### config.mk
export PLATFORM = sky130hd
export DESIGN_NAME = i32dqr_pre
export DESIGN_NICKNAME = d
export VERILOG_FILES = /design/src/design/i32dqr_pkg.sv /design/src/design/i32dqr_pre.sv
export SDC_FILE = /design/constraint.sdc
export NUM_CORES = 1
export LEC_CHECK = 0
export BUFFER_PORTS_ARGS = -buffer_cell sky130_fd_sc_hd__buf_2
export CAP_MARGIN = 20
export CORE_AREA = 2 2 93 95
export CTS_CLUSTER_DIAMETER = 100
export DETAILED_ROUTE_END_ITERATION = 10
export DIE_AREA = 0 0 95 97
export HOLD_SLACK_MARGIN = 0.05
export PLACE_DENSITY_LB_ADDON = 0.12
export SLEW_MARGIN = 20
export SYNTH_ARGS = -nofsm -noshare
export SYNTH_HDL_FRONTEND = slang
export SYNTH_SLANG_ARGS = --single-unit
### constraint.sdc
create_clock -name i_clk -period 3 [get_ports i_clk]
set_clock_uncertainty 0.05 [all_clocks]
set_input_delay 0.9 -clock i_clk [delete_from_list [all_inputs] [get_ports i_clk]]
set_output_delay 0.9 -clock i_clk [all_outputs]
set_load 0.005 [all_outputs]
### src/design/i32dqr_pkg.sv
// shared constants and types for the pipelined 32-bit integer divider
// no dependencies; used by the channel interfaces and every divider module
package i32dqr_pkg;

    // default operand width
    parameter int DATA_W = 32;

    // per-beat sign and exception bits that ride alongside the operands
    typedef struct packed {
        logic neg_quo;   // quotient must be negated at the end
        logic neg_rem;   // remainder must be negated at the end
        logic div_zero;  // divisor was zero
    } t_meta;

endpackage

### src/design/i32dqr_pre.sv
// input stage: operand magnitudes, sign fixup flags and divide-by-zero detect
// depends on i32dqr_pkg for t_meta
module i32dqr_pre #(
    parameter int WIDTH = i32dqr_pkg::DATA_W
) (
    input  logic               i_clk,
    input  logic               i_rst_n,
    input  logic               i_valid,
    output logic               o_ready,
    input  logic               i_cmd,
    input  logic [WIDTH-1:0]   i_dividend,
    input  logic [WIDTH-1:0]   i_divisor,
    output logic               o_valid,
    input  logic               i_ready,
    output i32dqr_pkg::t_meta  o_meta,
    output logic [WIDTH-1:0]   o_num,
    output logic [WIDTH-1:0]   o_den
);

    logic              a_neg;
    logic              b_neg;
    logic [WIDTH-1:0]  n_num;
    logic [WIDTH-1:0]  n_den;
    i32dqr_pkg::t_meta n_meta;
    logic              r_valid;
    logic [WIDTH-1:0]  r_num;
    logic [WIDTH-1:0]  r_den;
    i32dqr_pkg::t_meta r_meta;

    // signs only count in signed mode
    assign a_neg = i_cmd & i_dividend[WIDTH-1];
    assign b_neg = i_cmd & i_divisor[WIDTH-1];

    // magnitudes and end-of-pipe fixups
    always_comb begin
        n_num           = a_neg ? (-i_dividend) : i_dividend;
        n_den           = b_neg ? (-i_divisor) : i_divisor;
        n_meta.neg_quo  = a_neg ^ b_neg;
        n_meta.neg_rem  = a_neg;
        n_meta.div_zero = (i_divisor == '0);
    end

    assign o_ready = !r_valid || i_ready;

    // stage valid
    always_ff @(posedge i_clk) begin
        if (!i_rst_n) begin
            r_valid <= 1'b0;
        end else if (o_ready) begin
            r_valid <= i_valid;
        end
    end

    // stage payload
    always_ff @(posedge i_clk) begin
        if (o_ready && i_valid) begin
            r_num  <= n_num;
            r_den  <= n_den;
            r_meta <= n_meta;
        end
    end

    assign o_valid = r_valid;
    assign o_num   = r_num;
    assign o_den   = r_den;
    assign o_meta  = r_meta;

endmodule

==> results.yml <==
run_status:
  status: "completed"
setup_path:
  cp_slowest_cell: "or4_4"
  startpoint: "i_divisor[12]"
  path_cells: "buf_2 -> or4_4 -> or4_4 -> o31a_1 -> xnor2_1"
  cp_num_buf_inv: 1
  arrival_ps: 2590
  path_delay_family: "simple AND/OR/NAND/NOR gates"
  ff2ff_path_depth: 3
  worstSetupStartpointType: "primary input"
  endpoint_kind: "flip-flop"
  cp.depth: 5
  crit_required_ps: 3040
  r2r_end: "o_num[16]$_DFFE_PP_"
  path_common_cell: "or4_4"
  reg2reg_slack_ps: 1630
  critPathMaxStageDelay_ps: 610
  cp-endpoint: "o_den[24]$_DFFE_PP_"
  crit_fanout: 5
  crit_type: "primary input to flip-flop"
  rr_startpoint: "o_valid$_SDFFE_PN0N_"
synthesis:
  yosys_warnings: 0
  synth_compound_area_frac: 0.115
  netlist_top_cells_area: "edfxtp_1 (57%), xor2_1 (9.6%), xnor2_1 (4.7%)"
  avgSynthCellArea_um2: 11.9
  synth_top_area_cell: "edfxtp_1"
  syn_area_mm2: 0.00355
  syn_nets: 369
  synth-edff-count: 67
  synthCells: 298
  ys_ff_latch: 68
  synthXorXnorAreaFrac: 0.143
  muxShareOfSynthArea: 0
  synth-simple-area-share: 0.138
  ys_seq_area_frac: 0.572
  async_flop_share: 0
  synth-main-ff-cell: "edfxtp_1"
  synthDistinctLibCells: 38
  synth_top_family_by_area: "XOR/XNOR gates"
  yosys.area.top_type_share: 0.566
  synth-adder-area-share: 0.00704
sta:
  fin_crit_sh: 0.851
  timing.fmax_mhz: 392
  timing.final.ws_setup_ps: 447
  relSlewSlack: 0.563
  tns_ps: 0
  setup_violations: 0
  rsz0062_at_grt: "false"
  worst_pin_slew_ps: 654
  min_period_ps: 2550
  finalHoldViolations: 0
  slew_viol_final: 0
layout:
  final_cell_mix: "buf_2 (137), edfxtp_1 (67), xor2_1 (39)"
  final_layout_size_suffix_gt1_frac: 0.378
  final_cells: 557
  nets: 518
  final_common_cell: "buf_2"
  fin_util: 0.566
  insertedDiodeCount: 0
  syn2layout_area_growth_pct: 29.6
clocking:
  cts_setup_buffers: 0
  ctsRootBufferMaster: "clkbuf_8"
  cts_hold_buf: 0
  cts_tree: "done"
  clkTransAtPathRegs_ps: 70
  cts-resized-gates: 0
  clk_path_buf_depth: 2
  htreeDepth: 3
  clock_latency_ps: 320
  cts-buffers-inserted: 9
  cts.sinks: 68
hold_path:
  hp-class: "flip-flop to flip-flop"
grt:
  grt_pass1_vias: 2737
  grtUsageTotal: 0.185
  antenna_found_initial: 0
  grt_max_degree: 37
  grt_overflow: 0
  grt_pass1_wl_mm: 13.2
routing:
  vias: 2869
  wire_per_inst_um: 14.9
  drt-pass1-iter-count: 4
  wl_mm: 8.31
  drtAntennaViolNets: 0
  drc: 0
  drt-vias-per-instance: 5.15
  drt-initial-drc-count: 139
power:
  p_leak_nw: 1.90
  switching_power_uw: 541
  ir_drop_mv: 0.215
  swShare: 0.245
  power_frac_clock: 0.327
  p_int_mw: 1.67
  power.density_mw_per_mm2: 480
  p_total_mw: 2.21
  seq_power_share: 0.524
  power_frac_comb: 0.150
job:
  maxCapViolations: 0
floorplanning:
  num_rows: 33
  start_util: 0.437
  die-width_um: 95
  core-area_mm2: 0.00813
  io_pins: 138
  die_area_mm2: 0.00922
  die_h_um: 97
placed_design:
  gp_congestion: 0.795
  dp.cells: 541
  dp_slack_ps: 103
  numPortBuffers: 137
  dp_hpwl_mm: 6.13
[worst register-to-register path, cell delays in order, from the launching register on]
cell and delay, ps:
dfxtp_1 310, nand2b_1 90, and2_2 150, buf_4 400
[how the worst min path moves through the flow]
| stage | start | end | depth (start not counted) |
|---|---|---|---|
| floorplan | o_valid$_SDFFE_PN0N_ | o_valid$_SDFFE_PN0N_ | 2 |
| detailed placement | o_valid$_SDFFE_PN0N_ | o_valid$_SDFFE_PN0N_ | 2 |
| global route | o_valid$_SDFFE_PN0N_ | o_valid$_SDFFE_PN0N_ | 2 |
| CTS | o_valid$_SDFFE_PN0N_ | o_valid$_SDFFE_PN0N_ | 2 |
| finish | o_valid$_SDFFE_PN0N_ | o_valid$_SDFFE_PN0N_ | 2 |
| global placement | o_valid$_SDFFE_PN0N_ | o_valid$_SDFFE_PN0N_ | 2 |
[final cells by class]
class | count | area (um^2)
multi-input combinational | 207 | 1440
fill | 730 | 3530
inverter | 13 | 48.8
clock inverter | 5 | 52.6
tap | 105 | 131
sequential | 68 | 2030
clock buffer | 11 | 131
timing repair buffer | 148 | 768
[per-stage QoR]
step,instance area [um^2],hold slack [ps]
floorplan,3550,486
global placement,4420,455
detailed placement,4420,477
CTS,4600,484
global route,4600,547
finish,4600,479
[cells in the mapped netlist (3+ instances only)]
cell / instances
a21boi_0: 3
a21oi_1: 15
a31oi_1: 12
a41oi_1: 11
and2_1: 3
clkbuf_1: 9
edfxtp_1: 67
inv_1: 13
nand2_1: 6
nand3_1: 3
nor2_1: 27
nor3_1: 15
nor4_1: 6
o21ai_0: 7
o31ai_1: 4
or3_1: 10
or4_1: 4
xnor2_1: 19
xor2_1: 39
[per-layer routing]
layer,GRT usage,vias to the layer above,wire length (um)
li1,-,1420,-
met1,0.258,1328,3910
met2,0.279,110,3750
met3,0.0428,11,549
met4,0.0758,0,106
met5,0,-,0
[logic make-up (layout without fill, tap and decap cells)]
| group | Yosys count | in the layout |
|---|---|---|
| adders and majority gates | 2 | 2 |
| DFF | 68 | 68 |
| AOI/OAI and AO/OA | 58 | 58 |
| and+or+nand+nor | 89 | 89 |
| xor gates and xnor gates | 58 | 58 |
| buffers and inverters | 23 | 177 |
[power groups by stage]
| stage | Sequential (mW) | Clock (mW) | Combinational [mW] |
|---|---|---|---|
| after detailed placement | 1.18 | 0 | 0.334 |
| after global placement | 1.18 | 0 | 0.327 |
| final | 1.16 | 0.723 | 0.331 |
| after floorplan | 1.19 | 0 | 0.140 |
| after CTS | 1.16 | 0.747 | 0.335 |
| after global routing | 1.17 | 0.794 | 0.368 |
[sequential cells by signal (all words and copies together), names as in the netlist]
signal   flops
o_valid      1
o_num       32
o_den       32
o_meta       3
Note: power is estimated with default switching activity, not from simulation.
