[src/design/i32dqr_pkg.sv]
// shared constants and types for the pipelined 32-bit integer divider
// no dependencies; used by the channel interfaces and every divider module
package i32dqr_pkg;

    // default operand width
    parameter int DATA_W = 32;

    // per-beat sign and exception bits that ride alongside the operands
    typedef struct packed {
        logic neg_quo;   // quotient must be negated at the end
        logic neg_rem;   // remainder must be negated at the end
        logic div_zero;  // divisor was zero
    } t_meta;

endpackage

[src/design/i32dqr_step.sv]
// one restoring-division stage: resolves one quotient bit per beat
// depends on i32dqr_pkg for t_meta
module i32dqr_step #(
    parameter int WIDTH = i32dqr_pkg::DATA_W
) (
    input  logic               i_clk,
    input  logic               i_rst_n,
    input  logic               i_valid,
    output logic               o_ready,
    input  i32dqr_pkg::t_meta  i_meta,
    input  logic [WIDTH-1:0]   i_nq,
    input  logic [WIDTH-1:0]   i_den,
    input  logic [WIDTH-1:0]   i_rem,
    output logic               o_valid,
    input  logic               i_ready,
    output i32dqr_pkg::t_meta  o_meta,
    output logic [WIDTH-1:0]   o_nq,
    output logic [WIDTH-1:0]   o_den,
    output logic [WIDTH-1:0]   o_rem
);

    // i_nq holds the unused dividend bits on top and the quotient bits so far below
    logic [WIDTH:0]    shifted;
    logic [WIDTH:0]    diff;
    logic              take;
    logic [WIDTH-1:0]  n_rem;
    logic [WIDTH-1:0]  n_nq;
    logic              r_valid;
    i32dqr_pkg::t_meta r_meta;
    logic [WIDTH-1:0]  r_nq;
    logic [WIDTH-1:0]  r_den;
    logic [WIDTH-1:0]  r_rem;

    // shift in the next dividend bit, trial subtract, restore on borrow
    always_comb begin
        shifted = {i_rem, i_nq[WIDTH-1]};
        diff    = shifted - {1'b0, i_den};
        take    = !diff[WIDTH];
        n_rem   = take ? diff[WIDTH-1:0] : shifted[WIDTH-1:0];
        n_nq    = {i_nq[WIDTH-2:0], take};
    end

    assign o_ready = !r_valid || i_ready;

    // stage valid
    always_ff @(posedge i_clk) begin
        if (!i_rst_n) begin
            r_valid <= 1'b0;
        end else if (o_ready) begin
            r_valid <= i_valid;
        end
    end

    // stage payload
    always_ff @(posedge i_clk) begin
        if (o_ready && i_valid) begin
            r_meta <= i_meta;
            r_nq   <= n_nq;
            r_den  <= i_den;
            r_rem  <= n_rem;
        end
    end

    assign o_valid = r_valid;
    assign o_meta  = r_meta;
    assign o_nq    = r_nq;
    assign o_den   = r_den;
    assign o_rem   = r_rem;

endmodule

[config.mk]
export PLATFORM = sky130hd
export DESIGN_NAME = i32dqr_step
export DESIGN_NICKNAME = d
export VERILOG_FILES = /design/src/design/i32dqr_pkg.sv /design/src/design/i32dqr_step.sv
export SDC_FILE = /design/constraint.sdc
export NUM_CORES = 1
export LEC_CHECK = 0
export ABC_AREA = 1
export BUFFER_PORTS_ARGS = -buffer_cell sky130_fd_sc_hd__buf_2
export CORE_MARGIN = 8
export CORE_UTILIZATION = 40
export CTS_BUF_LIST = sky130_fd_sc_hd__clkbuf_16
export CTS_CLUSTER_SIZE = 10
export DETAILED_ROUTE_END_ITERATION = 8
export GPL_TIMING_DRIVEN = 0
export PLACE_DENSITY = 0.64
export SKIP_CTS_REPAIR_TIMING = 1
export SYNTH_ARGS = -nofsm -noshare
export SYNTH_HDL_FRONTEND = slang
export SYNTH_SLANG_ARGS = --single-unit
[constraint.sdc]
create_clock -name i_clk -period 6.6 [get_ports i_clk]
set_clock_uncertainty 0.05 [all_clocks]
set_input_delay 0.66 -clock i_clk [delete_from_list [all_inputs] [get_ports i_clk]]
set_output_delay 0.66 -clock i_clk [all_outputs]
set_load 0.005 [all_outputs]
==> out/metrics.yaml, run 1 <==
logic_synthesis:
  synth_area_um2: 6190
  synth.area.top_cells: "edfxtp_1 (48%), nand2_1 (20%), inv_1 (9.7%)"
  yosys.area.top_type: "edfxtp_1"
  synthFlopType: "edfxtp_1"
  yosysTopAreaCellShare_pct: 48.0
  synth-seq-cells: 100
  synth_warnings: 0
  synthArstFlopShare_pct: 0
  synthCells: 788
  avgSynthCellArea_um2: 7.85
  synth_edf_count: 99
  ys_seq_area_share_pct: 48.4
  yosysUniqueCellTypes: 25
  synth_common_cells: "nand2_1 (336), inv_1 (160), edfxtp_1 (99), nor2_1 (39), ha_1 (32)"
  yosysMostFrequentCell: "nand2_1"
  syn-num-nets: 924
layout:
  area_growth_pct: 26.4
  fin_cells: 1198
  final_nets: 1141
  antennaDiodeCount: 0
  utilization_pct: 51.6
  drive_above_1_share_pct: 24.0
pwr:
  power_mw: 1.74
  irDropWorstVdd_v: 0.000111
  pwr_density_cell_nw_per_um2: 223
  leakage_nw: 4.31
detailed_routing:
  vias: 5389
  ant_nets: 0
  drtPass1Iterations: 4
  wl_per_cell_um: 14.6
  vias_per_cell: 4.50
  drt_first_iter_violations: 310
  routed_wl_um: 17400
  route.detailed.drc: 0
worst_setup_path:
  critPathLaunchType: "input pin"
  reg2reg_from: "o_valid"
  end_kind: "register"
  reg2regPathDepth: 3
  path_common_cell: "nand2_1"
  crit_fanout: 10
  critPathBufInv: 4
  startpoint: "i_nq[31]"
  cp_top_family: "simple AND/OR/NAND/NOR gates"
  setup.worst_path.class: "in -> reg"
  r2r_end: "o_den[21]"
  critical_path_arrival_ps: 2690
  path_cells: "buf_2, inv_1, ha_1, fa_1, inv_1, nand2_1, nand2_1, nand3_1, nand2_2, nand2_1, nand2_2, nand2_2, nand3_1, nand2_4, buf_6, nand2_1, nand2_1"
  cp.required_ps: 6650
  r2r_slack_ps: 4780
  cp_slowest_cell: "fa_1"
  cpPeakStageDelay_ps: 420
clock_tree:
  clk_pin_slew_ps: 70
  cts_buffers: 9
  clock_latency_ps: 350
  cts_max_path_buffers: 2
  cts_root_buf: "clkbuf_16"
  ctsHtreeMaxLevel: 3
  tritoncts: "yes"
  cts_sinks: 100
die:
  core-area_um2: 15100
  rows: 45
  initial_core_util_pct: 40.9
  die_y_um: 140
  ios: 204
  die_x_um: 140
  design.die.area_um2: 19700
grt:
  grt_overflow_total: 0
  antenna_found_initial: 0
  grt_pass1_vias: 5307
  grt_pass1_wl_um: 27300
  grt_max_degree: 32
  grt_usage_pct: 17.6
flow_run:
  maxCapViolations: 0
placement:
  io_buffers: 203
  gp_congestion: 0.895
  hpwlAfterDp_um: 14600
  dp.cells: 1182
run_status:
  status: "finished, final reports clean"
timing:
  tightest_slew_ps: 760
  rsz0062_at_grt: "false"
  relSlewSlack_pct: 49.2
  min_period_ps: 2640
  final-setup-viol-count: 0
  post-route-period-util_pct: 39.9
  max_clock_freq_ghz: 0.379
  slew_violations: 0
  hold_viol_final: 0
worst_hold_path:
  hold_class: "in -> reg"
  hold_end: "o_nq[25]"
  hold_depth: 1
  hold_path.startpoint: "i_nq[24]"
cells by family after synthesis:
kind of cell / synth area share (%)
buf+inv: 10.9
compound gates: 3.19
simple gates: 28.7
xor+xnor: 2.12
flops: 48.4
fa+ha+maj: 6.79
worst max-delay path by stage:
stage / depth (start not counted) / end / slack [ps]
final: 17 / o_rem[19] / 3960
after global routing: 17 / o_rem[27] / 3790
after CTS: 17 / o_rem[19] / 3970
after detailed placement: 17 / o_rem[22] / 3610
after global placement: 3 / o_rem[31] / -1650
after floorplan: 2 / o_den[0] / 480
area by class of cell:
cell class	instances	area [um^2]
clock buffers	9	225
repair buffers	206	1080
fillers	1555	7330
plain buffers	6	67.6
clock inverters	7	76.3
multi-input cells	521	2530
flip-flops and latches	100	2990
well taps	188	235
inverters	161	604
worst register-to-register path, delay by kind of cell (launching register included):
family,cells,cell delay [ps]
AOI/OAI and AO/OA,1,630
buffers and inverters,2,470
DFF,1,350
report_power, final:
group / internal [mW] / switching [mW]
Sequential: 0.764 / 0.0106
Combinational: 0.164 / 0.260
Clock: 0.297 / 0.247
per-stage QoR:
stage	instance area [um^2]	setup TNS, ps	hold WS [ps]	worst slack [ps]
after floorplan	6190	0	473	485
after global placement	7440	-162570	443	-1650
after detailed placement	7520	0	495	3610
after CTS	7820	0	418	3970
after global routing	7820	0	413	3790
final	7820	0	429	3960
registers in the layout, summed over array words and instances, names as in the netlist:
signal	flops
o_den	32
o_meta	3
o_nq	32
o_rem	32
o_valid	1
metal layers:
metal  wire length [um]  vias up  global-route usage (%)
met3               1290        8                    4.96
met4                140        0                    4.00
li1                   -     2872                       -
met2               7910      159                    29.4
met5                  0        -                       0
met1               8100     2350                    22.2
cell usage in the layout (no fill, tap or decap), drive strengths merged:
cell / instances
a21boi: 1
a21oi: 26
and2: 4
and3: 1
buf: 212
bufinv: 1
clkbuf: 9
clkinv: 1
clkinvlp: 2
dfxtp: 1
edfxtp: 99
fa: 1
ha: 32
inv: 164
nand2: 346
nand3: 31
nand3b: 2
nand4: 8
nor2: 39
nor3: 6
o21bai: 7
or2: 2
xnor2: 1
xor2: 14
(Power assumes the default switching activity.)
==> inputs of run 2 (changes only) <==
clock period = 2.5 ns   (was 6.6 ns; I/O delays follow)
==> run 2 against run 1 <==
  * Cell area is 0.30% lower
  * Hold slack lost 410 ps
  * Flip-flop and latch count stayed put
  * Sequential power grew to 2.6 times the previous value
  * Cell count stayed put
  * Setup slack worse by 3700 ps
  * Total power grew to 2.6 times the previous value
  * Via count up 0.78%
  * Wire length grew 1.0%
  * Critical path depth unchanged
  * Register-to-register slack worse by 4000 ps
==> out/metrics.yaml, run 2 (same netlist as run 1, synthesis figures left out) <==
die:
  design.die.area_um2: 19700  # unchanged
  rows: 45  # unchanged
  die_x_um: 140  # unchanged
  ios: 204  # unchanged
  core-area_um2: 15100  # unchanged
  die_y_um: 140  # unchanged
  initial_core_util_pct: 40.9  # unchanged
layout:
  antennaDiodeCount: 0  # unchanged
  fillers: 1537  # was 1555
  layout_common_cells: "nand2_1 (336), buf_2 (203), inv_1 (160), edfxtp_1 (99), nor2_1 (39)"  # was nand2_1 (336), buf_2 (203), inv_1 (161), edfxtp_1 (99), nor2_1 (39)
  area_growth_pct: 26.0  # was 26.4%
  final_common_cell: "nand2_1"  # unchanged
  drive_above_1_share_pct: 24.0  # unchanged
  final_nets: 1141  # unchanged
timing:
  tightest_slew_ps: 537  # was 760 ps
  max_clock_freq_ghz: 0.454
  slew_violations: 0  # unchanged
  final-setup-viol-count: 0  # unchanged
  rsz0062_at_grt: "false"  # unchanged
  post-route-period-util_pct: 88.1
  tns_ps: 0  # unchanged
  min_period_ps: 2200
  hold_viol_final: 0  # unchanged
  relSlewSlack_pct: 64.1  # was 49.2%
pwr:
  pwr_density_cell_nw_per_um2: 578  # was 223 nW/um^2
  leakage_nw: 4.29  # was 4.31 nW
  power_mw: 4.51  # was 1.74 mW
  irDropWorstVdd_v: 0.000297  # was 0.000111 V
placement:
  io_buffers: 203  # unchanged
  hpwlAfterDp_um: 14900  # was 14600 um
  gp_congestion: 0.903  # was 0.895
grt:
  grt_pass1_vias: 5385  # was 5307
  grt_usage_pct: 17.8  # was 17.6%
  grt_overflow_total: 0  # unchanged
  grt_max_degree: 31  # was 32
  grt_pass1_wl_um: 27600  # was 27300 um
  antenna_found_initial: 0  # unchanged
worst_setup_path:
  critPathLaunchType: "input pin"  # unchanged
  setup.worst_path.class: "in -> reg"  # unchanged
  critical_path_arrival_ps: 2270  # was 2690 ps
  cp.required_ps: 2560  # was 6650 ps
  end_kind: "register"  # unchanged
  crit_fanout: 10  # unchanged
  reg2regPathDepth: 3  # unchanged
clock_tree:
  ctsHtreeMaxLevel: 3  # unchanged
  cts_buffers: 9  # unchanged
  cts_max_path_buffers: 2  # unchanged
  cts_sinks: 100  # unchanged
  clk_pin_slew_ps: 70  # about the same
  cts_root_buf: "clkbuf_16"  # unchanged
  tritoncts: "yes"  # unchanged
  clock_latency_ps: 350  # about the same
detailed_routing:
  wl_per_cell_um: 14.7  # was 14.6 um
  ant_nets: 0  # unchanged
  drtPass1Iterations: 4  # unchanged
  routed_wl_um: 17600  # was 17400 um
  drt_first_iter_violations: 330  # was 310
  route.detailed.drc: 0  # unchanged
  vias: 5431  # was 5389
  vias_per_cell: 4.53  # was 4.50
worst_hold_path:
  hold_class: "in -> reg"  # unchanged
  hold_depth: 1  # unchanged
run_status:
  status: "finished, final reports clean"  # unchanged
flow_run:
  maxCapViolations: 0  # unchanged
-- run 2: worst paths after layout --
check / from / slack, ps / to
max: i_nq[31] / 300 / o_rem[29]
min: i_nq[9] / 20 / o_nq[10]
min reg2reg: o_valid / 500 / o_valid
max reg2reg: o_valid / 830 / o_den[31]
-- run 2: worst max-delay path, stage by stage --
cell,delay (ps)
buf_2,90
inv_1,30
ha_1,220
fa_1,420
inv_1,120
nand2_1,50
nand2_1,60
nand3_1,80
nand2_2,140
nand2_1,80
nand2_2,110
nand2_2,80
nand3_1,120
nand2_4,100
buf_6,160
nand2_1,70
nand2_1,60
-- run 2: area by class of cell --
| type | instances | area (um^2) | area share, % |
|---|---|---|---|
| sequential | 100 | 2990 | 38.4 |
| multi-input combinational | 521 | 2530 | 32.5 |
| tap | 188 | 235 | 3.02 |
| timing repair buffer | 206 | 1080 | 13.8 |
| buffer | 6 | 67.6 | 0.867 |
| inverter | 161 | 604 | 7.75 |
| clock buffer | 9 | 225 | 2.89 |
| clock inverter | 7 | 60.1 | 0.770 |
-- run 2: per-layer routing --
metal / up-vias / GRT usage, % / wire [um]
met5: - / 0 / 0
met4: 0 / 5.60 / 231
met3: 13 / 4.49 / 1310
met2: 169 / 29.7 / 7950
met1: 2373 / 22.1 / 8140
li1: 2876 / - / -
-- run 2: power breakdown --
part | switching, mW | total (mW) | internal (mW) | leakage [nW]
logic | 0.682 | 1.11 | 0.430 | 3.19
clock network | 0.663 | 1.35 | 0.691 | 0.137
registers | 0.0284 | 2.04 | 2.02 | 0.972
total | 1.37 | 4.51 | 3.14 | 4.29
-- run 2: stage by stage --
stage	cell area, um^2	instances	setup WS, ps	hold WS [ps]	util (%)
after floorplan	6200	788	21.8	299	-
final	7800	1198	297	17.7	51.5
after detailed placement	7510	1182	-93.0	378	49.6
after CTS	7800	1198	280	5.28	51.5
after global routing	7800	1198	142	4.55	51.5
after global placement	7450	1179	-709	376	49.2
