### src/design/i32dqr_pkg.sv
// shared constants and types for the pipelined 32-bit integer divider
// no dependencies; used by the channel interfaces and every divider module
package i32dqr_pkg;

    // default operand width
    parameter int DATA_W = 32;

    // per-beat sign and exception bits that ride alongside the operands
    typedef struct packed {
        logic neg_quo;   // quotient must be negated at the end
        logic neg_rem;   // remainder must be negated at the end
        logic div_zero;  // divisor was zero
    } t_meta;

endpackage

### src/design/i32dqr_post.sv
// output stage: sign correction, divide-by-zero zeroing and the result register
// depends on i32dqr_pkg for t_meta
module i32dqr_post #(
    parameter int WIDTH = i32dqr_pkg::DATA_W
) (
    input  logic               i_clk,
    input  logic               i_rst_n,
    input  logic               i_valid,
    output logic               o_ready,
    input  i32dqr_pkg::t_meta  i_meta,
    input  logic [WIDTH-1:0]   i_quo,
    input  logic [WIDTH-1:0]   i_rem,
    output logic               o_valid,
    input  logic               i_ready,
    output logic [WIDTH-1:0]   o_quotient,
    output logic [WIDTH-1:0]   o_remainder,
    output logic               o_divide_by_zero
);

    logic [WIDTH-1:0] n_quo;
    logic [WIDTH-1:0] n_rem;
    logic             r_valid;
    logic [WIDTH-1:0] r_quo;
    logic [WIDTH-1:0] r_rem;
    logic             r_dbz;

    // apply signs; zero divisor forces both results to zero
    always_comb begin
        if (i_meta.div_zero) begin
            n_quo = '0;
            n_rem = '0;
        end else begin
            n_quo = i_meta.neg_quo ? (-i_quo) : i_quo;
            n_rem = i_meta.neg_rem ? (-i_rem) : i_rem;
        end
    end

    assign o_ready = !r_valid || i_ready;

    // result valid
    always_ff @(posedge i_clk) begin
        if (!i_rst_n) begin
            r_valid <= 1'b0;
        end else if (o_ready) begin
            r_valid <= i_valid;
        end
    end

    // result payload
    always_ff @(posedge i_clk) begin
        if (o_ready && i_valid) begin
            r_quo <= n_quo;
            r_rem <= n_rem;
            r_dbz <= i_meta.div_zero;
        end
    end

    assign o_valid          = r_valid;
    assign o_quotient       = r_quo;
    assign o_remainder      = r_rem;
    assign o_divide_by_zero = r_dbz;

endmodule

### config.mk
export PLATFORM = sky130hd
export DESIGN_NAME = i32dqr_post
export DESIGN_NICKNAME = d
export VERILOG_FILES = /design/src/design/i32dqr_pkg.sv /design/src/design/i32dqr_post.sv
export SDC_FILE = /design/constraint.sdc
export NUM_CORES = 1
export LEC_CHECK = 0
export BUFFER_PORTS_ARGS = -buffer_cell sky130_fd_sc_hd__buf_2
export CAP_MARGIN = 20
export CORE_UTILIZATION = 46
export DETAILED_ROUTE_END_ITERATION = 12
export PLACE_DENSITY = 0.86
export SLEW_MARGIN = 20
export SYNTH_ARGS = -nofsm -noshare
export SYNTH_HDL_FRONTEND = slang
export SYNTH_SLANG_ARGS = --single-unit
### constraint.sdc
create_clock -name i_clk -period 2.6 [get_ports i_clk]
set_input_delay 0.26 -clock i_clk [delete_from_list [all_inputs] [get_ports i_clk]]
set_output_delay 0.26 -clock i_clk [all_outputs]
set_load 0.005 [all_outputs]
==> results of run 1 <==
worst max-delay path by stage:
stage	start	to	cells past startpoint	slack (ps)
5_1_grt	i_quo[0]	o_quotient[24]$_SDFFCE_PP0P_	7	220
3_3_place_gp	i_quo[0]	o_quotient[28]$_SDFFCE_PP0P_	7	-8
2_1_floorplan	i_quo[0]	o_quotient[28]$_SDFFCE_PP0P_	8	10
3_5_place_dp	i_quo[0]	o_quotient[28]$_SDFFCE_PP0P_	7	-110
4_1_cts	i_quo[0]	o_quotient[28]$_SDFFCE_PP0P_	7	270
6_report	i_quo[0]	o_quotient[28]$_SDFFCE_PP0P_	7	270
registers in the layout (all words and copies together) (netlist names):
register / flops
o_quotient: 32
o_remainder: 32
o_divide_by_zero: 1
o_valid: 1
power breakdown:
part	internal, mW	leakage, nW	switching (mW)
Combinational	0.207	1.36	0.250
Clock	0.549	0.112	0.443
Sequential	1.27	0.656	0.0190
Total	2.02	2.13	0.712
stage by stage:
stage               hold WS, ps  std cells  utilization (%)
detailed placement          541        634             57.3
CTS                         169        650             59.9
finish                      179        650             59.9
global placement            502        634             57.3
global route                161        650             59.9
floorplan                   359        399                -
layout make-up:
class,count,area (µm²)
clock inverter,7,98.8
tap,108,135
inverter,8,30.0
sequential,66,1970
timing repair buffer,156,853
multi-input combinational,296,1980
fill,765,3480
clock buffer,9,124
cell usage in the layout, fill, tap and decap left out, types with 3 or more instances in the layout:
cell type | Yosys | routed
nor3_1 | 11 | 11
inv_6 | 0 | 3
a21oi_1 | 10 | 10
nor4_1 | 6 | 6
buf_2 | 1 | 137
nor2b_1 | 29 | 29
edfxtp_1 | 65 | 65
xor2_1 | 22 | 22
or4_1 | 16 | 16
mux2_2 | 24 | 24
o21ai_0 | 18 | 18
o311ai_0 | 4 | 4
inv_1 | 8 | 8
nand3_1 | 4 | 4
a31oi_1 | 6 | 6
mux2_1 | 3 | 3
o41ai_2 | 3 | 3
o31ai_1 | 17 | 17
buf_4 | 0 | 17
and3_1 | 5 | 5
o41ai_1 | 10 | 10
nor2_1 | 64 | 64
nand2b_1 | 4 | 4
clkbuf_8 | 0 | 9
nand4_1 | 4 | 4
nand2_1 | 9 | 9
or3_1 | 9 | 9
cell families (layout without fill, tap and decap cells):
| logic type | after synthesis | count (layout) | synth area share (%) |
|---|---|---|---|
| compound gates | 71 | 71 | 12.7 |
| xor+xnor | 23 | 23 | 4.90 |
| fa+ha+maj | 2 | 2 | 0.609 |
| buf+inv | 37 | 180 | 3.78 |
| flops | 66 | 66 | 48.0 |
| mux | 29 | 29 | 7.89 |
| simple gates | 171 | 171 | 22.1 |
worst register-to-register path, cell delays in order (launching register included):
cell	delay [ps]
dfxtp_1	310
nand2b_1	90
and2_2	170
buf_12	310
layer usage:
metal  share of wire [%]  GRT usage, %  wire length, µm  vias to the layer above
met4                 1.5          8.21              153                        0
met1                  41          27.6             4170                     1797
met5                   0             0                0                        -
met3                 8.3          5.40              856                       15
li1                    -             -                -                     1775
met2                  50          37.2             5090                      165
==> results, run 1 <==
- The run finished with clean final reports.
- The core region is between 0.008 and 0.009 mm².
- Counting the buffers created by CTS gives 9.
- The worst path required time is about 2700 ps.
- The dominant register cell in the synthesized netlist is edfxtp_1.
- The cell family with the largest share of critical-path delay is simple AND/OR/NAND/NOR gates.
- The number of nets with antenna violations after routing is 0.
- The synthesized netlist contains 40 unique library cells.
- The final clock skew is between 15 and 20 ps.
- In this run the vertical extent of the chip is roughly 97 µm.
- The delay contributed by the slowest stage of the critical path is between 600 and 700 ps.
- For this run, design rule violations remaining after detail routing come to 0.
- TritonCTS built the clock tree.
- The synthesized design contains 66 register bits.
- Setup violations remaining at the end of the flow were counted as 0.
- The H-tree depth reported by CTS is 3.
- By area the synthesized netlist is led by edfxtp_1 (48%), mux2_2 (6.6%), nor2_1 (5.8%).
- The count of vias placed by the detailed router is roughly 3.8k.
- By count the netlist is led by edfxtp_1 (65), nor2_1 (64), nor2b_1 (29), mux2_2 (24), xor2_1 (22).
- The post-route setup TNS is 0 ps.
- The worst-case setup slack after placement is -107 ps.
- Setup repair after global routing left no endpoint under its margin.
- The worst hold path was traced through 2 stages.
- The final critical-path setup slack is roughly 270 ps.
- Post-CTS repair changed the size of 0 cells.
- The power per cell area is about 530 mW/mm².
- The longest clock path from root to sink contains 2 buffers.
- The area of the die is roughly 0.0093 mm².
- The site row count is 34.
- The netlist area before placement is slightly above 0.004 mm².
- The critical path start-end classification is primary input to flop.
- The worst path uses between 80% and 90% of the clock period.
- In the final routed layout, each cell accounts on average for approximately 16 µm.
- The analysis attributes to cell leakage a power of between 2 and 2.5 nW.
- The post-layout minimum cycle time is about 2300 ps.
- For the worst flop-to-flop path, the logic depth is 3.
- The antenna diode instance count is 0.
- The final wirelength is between 10 and 15 mm.
- The clock drives between 60 and 70 sinks.
- The source-to-sink clock delay at the later pin of the worst-skew pair is about 350 ps.
- The area share of the largest cell type after synthesis is 47.5%.
- The number of antenna violations at the first check in global routing came to 0.
- Of the synthesized area, sequential elements account for approximately 48%.
- After synthesis, the share of flip-flops with an asynchronous set or reset is 0%.
- In this run, the number of DRC markers left after iteration 0 of detailed routing was 180.
- Summing all non-filler instances in the final layout gives an area of between 0.005 and 0.006 mm².
- In the synthesized netlist, the number of instances is ~400.
- The average via count per standard cell is a little under 6.
- The via count of the first global-routing pass came to 3407.
- In this run the count of I/O pins placed on the die edge is ~140.
- Cells with a size suffix above 1 make up between 30% and 40% of the layout.
- The synthesized design contains 65 enable-type register cells.
- The final hold violation count came to 0.
- Based on the critical path, the design can be clocked at up to 430 MHz.
- Of all cell types, the one taking the most synthesized area is edfxtp_1.
- The startpoint identified for the worst register-to-register timing path is o_valid$_SDFFE_PN0N_.
- The largest net degree at the start of global routing is 66.
- In this run the worst path has a maximum fanout of 8.
- The pin slew with the least headroom to its limit is around 660 ps.
- The net count after synthesis is between 400 and 500.
- The clock-pin slew on the worst setup and hold paths is approximately 80 ps.
- The overall power after layout is about 2.7 mW.
- The element type at the critical path end is a flop.
- The class of the tightest hold or removal check is primary input to flop.
- The startpoint identified for the worst hold timing path is i_rst_n.
- The number of search-and-repair iterations in the first detailed-routing pass is 5.
- The count of synthesis-stage warnings from yosys is 0.
- Summed over all nets, the half-perimeter wirelength after detailed placement is roughly 7.4 mm.
- The final net count is ~600.
- Across all register-to-register paths, the minimum setup slack is about 1300 ps.
- The x dimension of the die is approximately 97 µm.
- The worst setup path is launched from a primary input.
- The cell type of the slowest stage on the worst timing path is or4_4.
- The initial utilization of the core area, before any placement, comes to between 40 and 50%.
- The overall global routing resource usage is 22.2%.
- The area growth from synthesis to layout is 26.5%.
- The critical register-to-register path endpoint is o_remainder[7]$_SDFFCE_PP0P_.
- The worst-case headroom to the max-slew limit is a little under three fifths.
- The worst-case IR drop observed on VDD is approximately 0.0003 V.
- The number of maximum-capacitance violations is 0.
- Traced cell by cell, the critical path runs through buf_2, inv_1, ha_1, or3b_2, or4_4, o41ai_4, mux2_1.
- The path with the worst hold slack has its endpoint at o_valid$_SDFFE_PN0N_.
- In this run the tool buffered the top-level ports with 137 buffer cells.
- The number of post-CTS setup repair buffers is 0.
- Together, buffers and inverters on the worst path number 2.
- The global route total overflow is 0.
- Data arrives at the worst endpoint at about 2400 ps.
- Buffers inserted to repair hold after CTS numbered 0.
- The max-slew violation count is 0.
- The placed instances occupy a cell area of slightly below 0.005 mm².
- The first global-routing pass estimated around 16 mm of wire.
- The cell sitting at the root of the clock tree is a clkbuf_8.
- The average instance area after synthesis is 10.3 µm².
- The most common cell in the netlist is edfxtp_1.
- The final weighted congestion in routability-driven placement is around 0.85.
No activity file was read; power rests on OpenSTA's default activity.
==> run 2, diff against run 1 <==
Settings changed: CORE_UTILIZATION 46 to 55, PLACE_DENSITY 0.86 to 0.95, SETUP_SLACK_MARGIN from default to 0.02.
Clock period 2.6 ns to 2.83 ns, I/O delays scaled along.
==> run 2 against run 1 <==
Net effect:
- sequential power decreased by 9%
- cell count decreased by 2.3%
- flip-flop and latch count unchanged
- die area decreased by 16%
- wire length decreased by 2.2%
- combinational power decreased by 8.8%
- non-clock buffer count decreased by 6
- critical path depth decreased by 2
- clock power decreased by 14%
- hold slack improved by 22 ps
- sequential share of layout area increased by 0.61 points
- critical path type unchanged
==> results, run 2 (synthesized netlist as in run 1, its figures left out) <==
- The final net count is 604 (-0.98%).
- The endpoint identified for the worst register-to-register timing path is o_remainder[7]$_SDFFCE_PP0P_.
- The number of nets with antenna violations after routing is 0 (unchanged).
- The half-perimeter wire length after detailed placement is 7.37 mm (-0.50%).
- The DRC violation count after routing was 0 (unchanged).
- The share of layout cells above drive strength 1 is 37.3% (-0.88 points).
- The vertical extent of the die is 88.4 µm (-8.4%).
- The element type at the critical path end is a flop.
- The worst min-delay path startpoint is i_rst_n.
- The power per cell area is 480 mW/mm² (-8.8%).
- The hold path depth is 2 (unchanged).
- The violation count after the first detailed-routing iteration is 292 (+62%).
- The worst-case headroom to the max-slew limit came to 57.0% (+0.88 points).
- The top-level port count is 138 (unchanged).
- By startpoint and endpoint, the worst setup path is classified as primary input to flop.
- The placeable core area is 0.00725 mm² (-16%).
- The number of instances resized during post-cts repair is 0 (unchanged).
- The x dimension of the die is 88.4 µm (-8.4%).
- The number of search-and-repair iterations in the first detailed-routing pass is 5 (unchanged).
- The area of the die is 0.00782 mm² (-16%).
- The number of buffers added by the clock tree synthesis step was 9 (unchanged).
- The number of antenna violations at the first check in global routing is 0 (unchanged).
- The source-to-sink clock delay at the later pin of the worst-skew pair is 320 ps (-30 ps).
- The number of hold buffers added after cts is 0 (unchanged).
- The via count of the first global-routing pass was 3420 (+0.38%).
- The maximum clock frequency is approximately 430 MHz.
- The number of port buffers is 137 (unchanged).
- Leaving out fill and tap cells, the most frequent cell in the layout is buf_2.
- The run finished with clean final reports.
- The area used by multi-input combinational logic came to 0.00198 mm² (unchanged).
- The delay contributed by the slowest stage of the critical path is 720 ps (+100 ps).
- The signal on the critical path passes through buf_2, or4_4, or4_1, o41ai_1, mux2_2.
- The final hold violation count is 0 (unchanged).
- The final weighted congestion in routability-driven placement is 0.889 (+4.0%).
- The wire length of the first global-routing pass came to 15.5 mm (-1.7%).
- For the finished layout, the period the worst path requires is 2350 ps.
- The count of vias placed by the detailed router came to 3699 (-1.4%).
- The top cell types in the final layout, fill and taps aside, are buf_2 (137), edfxtp_1 (65), nor2_1 (64).
- The buffer levels on the longest clock path is 2 (unchanged).
- The critical-path maximum fanout is 10 (+2).
- The capture endpoint of the worst hold path is o_valid$_SDFFE_PN0N_.
- The average via count per standard cell was 5.83 (+0.92%).
- Setup repair after global routing left no endpoint under its margin.
- The reported leakage power came to 2.09 nW (-1.8%).
- The final clock skew is 6.06 ps (-11.1 ps).
- The worst path required time is 2910 ps (+210 ps).
- The flop-to-flop setup slack is 1190 ps (-140 ps).
- The overall global routing resource usage came to 25.6% (+3.5 points).
- The number of fillers in the final layout came to 559 (-27%).
- The clock-pin slew on the worst setup and hold paths is 70 ps (about the same).
- The depth of the worst register-to-register path was 3 (unchanged).
- The sequential cell area in the final layout is 0.00197 mm² (unchanged).
- The total of endpoints with negative setup slack in the final report was 0 (unchanged).
- The antenna diode instance count is 0 (unchanged).
- The max-slew violation count is 0 (unchanged).
- The number of maximum-capacitance violations is 0 (unchanged).
- The number of post-CTS setup repair buffers is 0 (unchanged).
- The largest net degree at the start of global routing came to 79 (+20%).
- On the critical path, the stage with the largest delay is an instance of or4_1.
- The worst hold-check slack is 201 ps (+21.7 ps).
- The global route total overflow is 0 (unchanged).
- The class of the tightest hold or removal check is primary input to flop.
- The site row count is 31 (-8.8%).
- The post-route clock period utilization is ~83%.
- The H-tree depth reported by CTS is 3 (unchanged).
- The post-route setup TNS is 0 ps (unchanged).
- The root buffer selected by CTS is clkbuf_8.
- The beginning of the worst register-to-register path is o_valid$_SDFFE_PN0N_.
- The initial core utilization is 56.6% (+9.3 points).
- The average routed wire per standard cell is 15.8 µm (+0.14%).
- The number of sinks driven by the clock tree was 66 (unchanged).
- The area growth from synthesis to layout is 24.5%.
- The critical path arrival is 2430 ps (about the same).
- The pin slew with the least headroom to its limit came to 645 ps (-13.2 ps).
- TritonCTS built the clock tree.
- The largest voltage drop on the vdd net is 0.000265 V (-13%).
- The final wirelength is 10.1 mm (-2.2%).
- The worst setup path is launched from a primary input.
## run 2: cell count changes in the layout (fill, tap and decap cells not counted)
cell / before / now
buf_12: 2 / 1
buf_4: 17 / 12
clkbuf_1: 0 / 1
clkinv_2: 0 / 2
clkinv_4: 1 / 0
clkinvlp_4: 0 / 1
inv_6: 3 / 0
## run 2: layout make-up
class	count	area share, %
multi-input cells	296	38.8
flip-flops and latches	66	38.6
repair buffers	150	15.6
clock buffers	10	2.50
well taps	99	2.42
clock inverters	6	1.59
inverters	8	0.587
## run 2: worst max path at each step
| stage | startpoint | end | slack, ps | cells after the start |
|---|---|---|---|---|
| 6_report | i_quo[6] | o_quotient[25]$_SDFFCE_PP0P_ | 480 | 5 |
| 5_1_grt | i_quo[10] | o_quotient[25]$_SDFFCE_PP0P_ | 380 | 5 |
| 4_1_cts | i_quo[6] | o_quotient[25]$_SDFFCE_PP0P_ | 500 | 5 |
| 3_5_place_dp | i_quo[6] | o_quotient[25]$_SDFFCE_PP0P_ | 140 | 5 |
| 3_3_place_gp | i_quo[6] | o_quotient[25]$_SDFFCE_PP0P_ | 200 | 5 |
| 2_1_floorplan | i_quo[0] | o_quotient[28]$_SDFFCE_PP0P_ | 210 | 8 |
## run 2: through the flow
step	instance area (µm²)	setup slack, ps	power [mW]	cells	utilization (%)
2_1_floorplan	4110	205	1.42	399	-
3_3_place_gp	4900	197	1.60	619	67.6
3_5_place_dp	4900	136	1.62	619	67.6
4_1_cts	5110	495	2.47	635	70.5
5_1_grt	5110	384	2.56	635	70.5
6_report	5110	484	2.45	635	70.5
## run 2: layer usage
| metal | GRT usage, % | up-vias | wire length (µm) |
|---|---|---|---|
| li1 | - | 1758 | - |
| met1 | 32.2 | 1778 | 4260 |
| met2 | 44.2 | 146 | 5070 |
| met3 | 4.20 | 17 | 539 |
| met4 | 10.1 | 0 | 186 |
| met5 | 0 | - | 0 |
## run 2: critical path, delay by kind of cell
family                 cells  cell delay, ps
AO/OA/AOI/OAI              1             340
buffers and inverters      1             120
multiplexers               1             380
AND/OR/NAND/NOR            2            1310
## run 2: where the power goes
group	internal (mW)	leakage, nW	switching, mW
sequential	1.16	0.656	0.0182
clock	0.491	0.104	0.363
combinational	0.185	1.33	0.233
==> run 3, diff against run 2 <==
Settings changed: CORE_UTILIZATION 55 to 51, PLACE_DENSITY 0.95 to 0.9.
Clock period 2.83 ns to 2.3 ns, I/O delays scaled along.
==> run 3 against run 2 <==
Net effect:
- non-clock buffer count grew 28
- register-to-register slack got worse by 160 ps
- power rose by 19%
- hold slack got worse by 48 ps
- clock-buffer cell count shrank 1
- cell area grew 4.9%
- utilization down 1.5 points
- critical path type unchanged
- largest power group unchanged
==> results, run 3 (synthesized netlist as in run 1, its figures left out) <==
- The overall global routing resource usage is 26.7% (+1.1 points).
- The share of layout cells above drive strength 1 is 42.9% (+5.6 points).
- The average routed wire per standard cell came to 16.4 µm (+3.8%).
- The vertical extent of the die is 91.8 µm (+3.8%).
- Of the available clock period, the critical path in the final layout requires around 94%.
- The wire length of the first global-routing pass is 17.7 mm (+14%).
- The post-route non-filler standard cell count came to 666 (+4.9%).
- The root buffer selected by CTS is clkbuf_8.
- The top-level port count is 138 (unchanged).
- The critical path arrival was 2260 ps (-170 ps).
- The number of maximum-capacitance violations was 0 (unchanged).
- The count of vias placed by the detailed router is 3833 (+3.6%).
- The worst setup path is of the primary input to flop kind.
- The worst-case setup slack after placement was -221 ps (-357 ps).
- The final wirelength came to 10.9 mm (+8.9%).
- The worst setup path is launched from a primary input.
- The pin slew with the least headroom to its limit is 675 ps (+30.4 ps).
- The number of search-and-repair iterations in the first detailed-routing pass is 4 (-1).
- The max-slew violation count is 0 (unchanged).
- The post-layout minimum cycle time is roughly 2200 ps.
- The clock-pin slew on the worst setup and hold paths was 80 ps (about the same).
- The DRC violation count after routing is 0 (unchanged).
- The worst setup path is captured at a flop.
- The largest net degree at the start of global routing is 66 (-16%).
- The global route total overflow is 0 (unchanged).
- In the layout the commonest cells are buf_2 (137), edfxtp_1 (65), nor2_1 (64).
- The number of hold buffers added after cts is 0 (unchanged).
- The number of placed instances, taps included is 650 (+5.0%).
- The x dimension of the die was 91.8 µm (+3.8%).
- The most frequent standard cell in the layout excluding fill and tap cells is buf_2.
- The number of buffers added by the clock tree synthesis step is 9 (unchanged).
- The buffer levels on the longest clock path is 2 (unchanged).
- TritonCTS built the clock tree.
- The H-tree depth reported by CTS is 3 (unchanged).
- The total of endpoints with negative setup slack in the final report is 0 (unchanged).
- The worst hold-check slack is 153 ps (-47.7 ps).
- The worst path required time is 2400 ps (-510 ps).
- Setup repair after global routing left no endpoint under its margin.
- The final clock skew is 5.15 ps (-0.909 ps).
- The site row count is 32 (+3.2%).
- The power per cell area was 545 mW/mm² (+14%).
- The final net count is 632 (+4.6%).
- The number of instances resized during post-cts repair is 0 (unchanged).
- The reported leakage power came to 2.21 nW (+5.6%).
- The placeable core area is 0.00777 mm² (+7.1%).
- The violation count after the first detailed-routing iteration is 162 (-45%).
- The number of post-CTS setup repair buffers is 0 (unchanged).
- The worst hold path belongs to the class primary input to flop.
- The number of sinks driven by the clock tree came to 66 (unchanged).
- The critical-path maximum fanout is 8 (-2).
- The worst-case headroom to the max-slew limit was 54.9% (-2.0 points).
- The final critical-path setup slack came to 138 ps (-346 ps).
- The average via count per standard cell is 5.76 (-1.2%).
- The area growth from synthesis to layout is 30.5%.
- The antenna diode instance count is 0 (unchanged).
- The final weighted congestion in routability-driven placement came to 0.867 (-2.5%).
- The via count of the first global-routing pass is 3724 (+8.9%).
- The initial core utilization is 52.9% (-3.8 points).
- The number of antenna violations at the first check in global routing is 0 (unchanged).
- The maximum clock frequency is 463 MHz.
- The run finished with clean final reports.
- The source-to-sink clock delay at the later pin of the worst-skew pair was 350 ps (+30 ps).
- The number of nets with antenna violations after routing was 0 (unchanged).
- The final hold violation count is 0 (unchanged).
- The area of the die came to 0.00842 mm² (+7.7%).
- The half-perimeter wire length after detailed placement is 7.90 mm (+7.1%).
- The number of port buffers is 137 (unchanged).
- The largest voltage drop on the vdd net is 0.000365 V (+38%).
[run 3: through the flow]
step / utilization, % / setup TNS (ps) / power [mW] / cell area, µm²
global route: 69.0 / 0 / 3.06 / 5360
finish: 69.0 / 0 / 2.92 / 5360
floorplan: - / -829 / 1.75 / 4230
CTS: 69.0 / 0 / 2.94 / 5360
detailed placement: 66.8 / -2770 / 2.03 / 5180
global placement: 66.8 / -1560 / 2.00 / 5180
[run 3: layout make-up]
type                       instances  area, µm²
sequential                        66       1970
multi-input combinational        296       2050
inverter                           8       30.0
tap                              102        128
clock inverter                     7       53.8
fill                             615       2400
clock buffer                       9        124
timing repair buffer             178       1010
[run 3: critical path, stage by stage]
cell     delay, ps
buf_2          110
or4_4          550
or4_4          640
o41ai_4        390
mux2_1         340
[run 3: path summary, 6_finish.rpt]
path	slack (ps)	end	from	depth (start not counted)
max	140	o_quotient[28]$_SDFFCE_PP0P_	i_quo[6]	5
min	150	o_valid$_SDFFE_PN0N_	i_rst_n	2
max reg2reg	1030	o_remainder[16]$_SDFFCE_PP0P_	o_valid$_SDFFE_PN0N_	3
min reg2reg	550	o_valid$_SDFFE_PN0N_	o_valid$_SDFFE_PN0N_	2
[run 3: metal layers]
layer,GRT usage [%],up-vias,wire [µm],share of wire (%)
li1,-,1812,-,-
met1,33.6,1821,4350,40
met2,47.1,180,5610,51
met3,4.31,20,800,7.3
met4,8.46,0,181,1.7
met5,0,-,0,0
[run 3: report_power, final]
part / total (mW) / leakage [nW] / switching, mW / internal [mW]
combinational: 0.556 / 1.47 / 0.300 / 0.256
clock: 0.910 / 0.0822 / 0.512 / 0.398
sequential: 1.46 / 0.656 / 0.0234 / 1.43
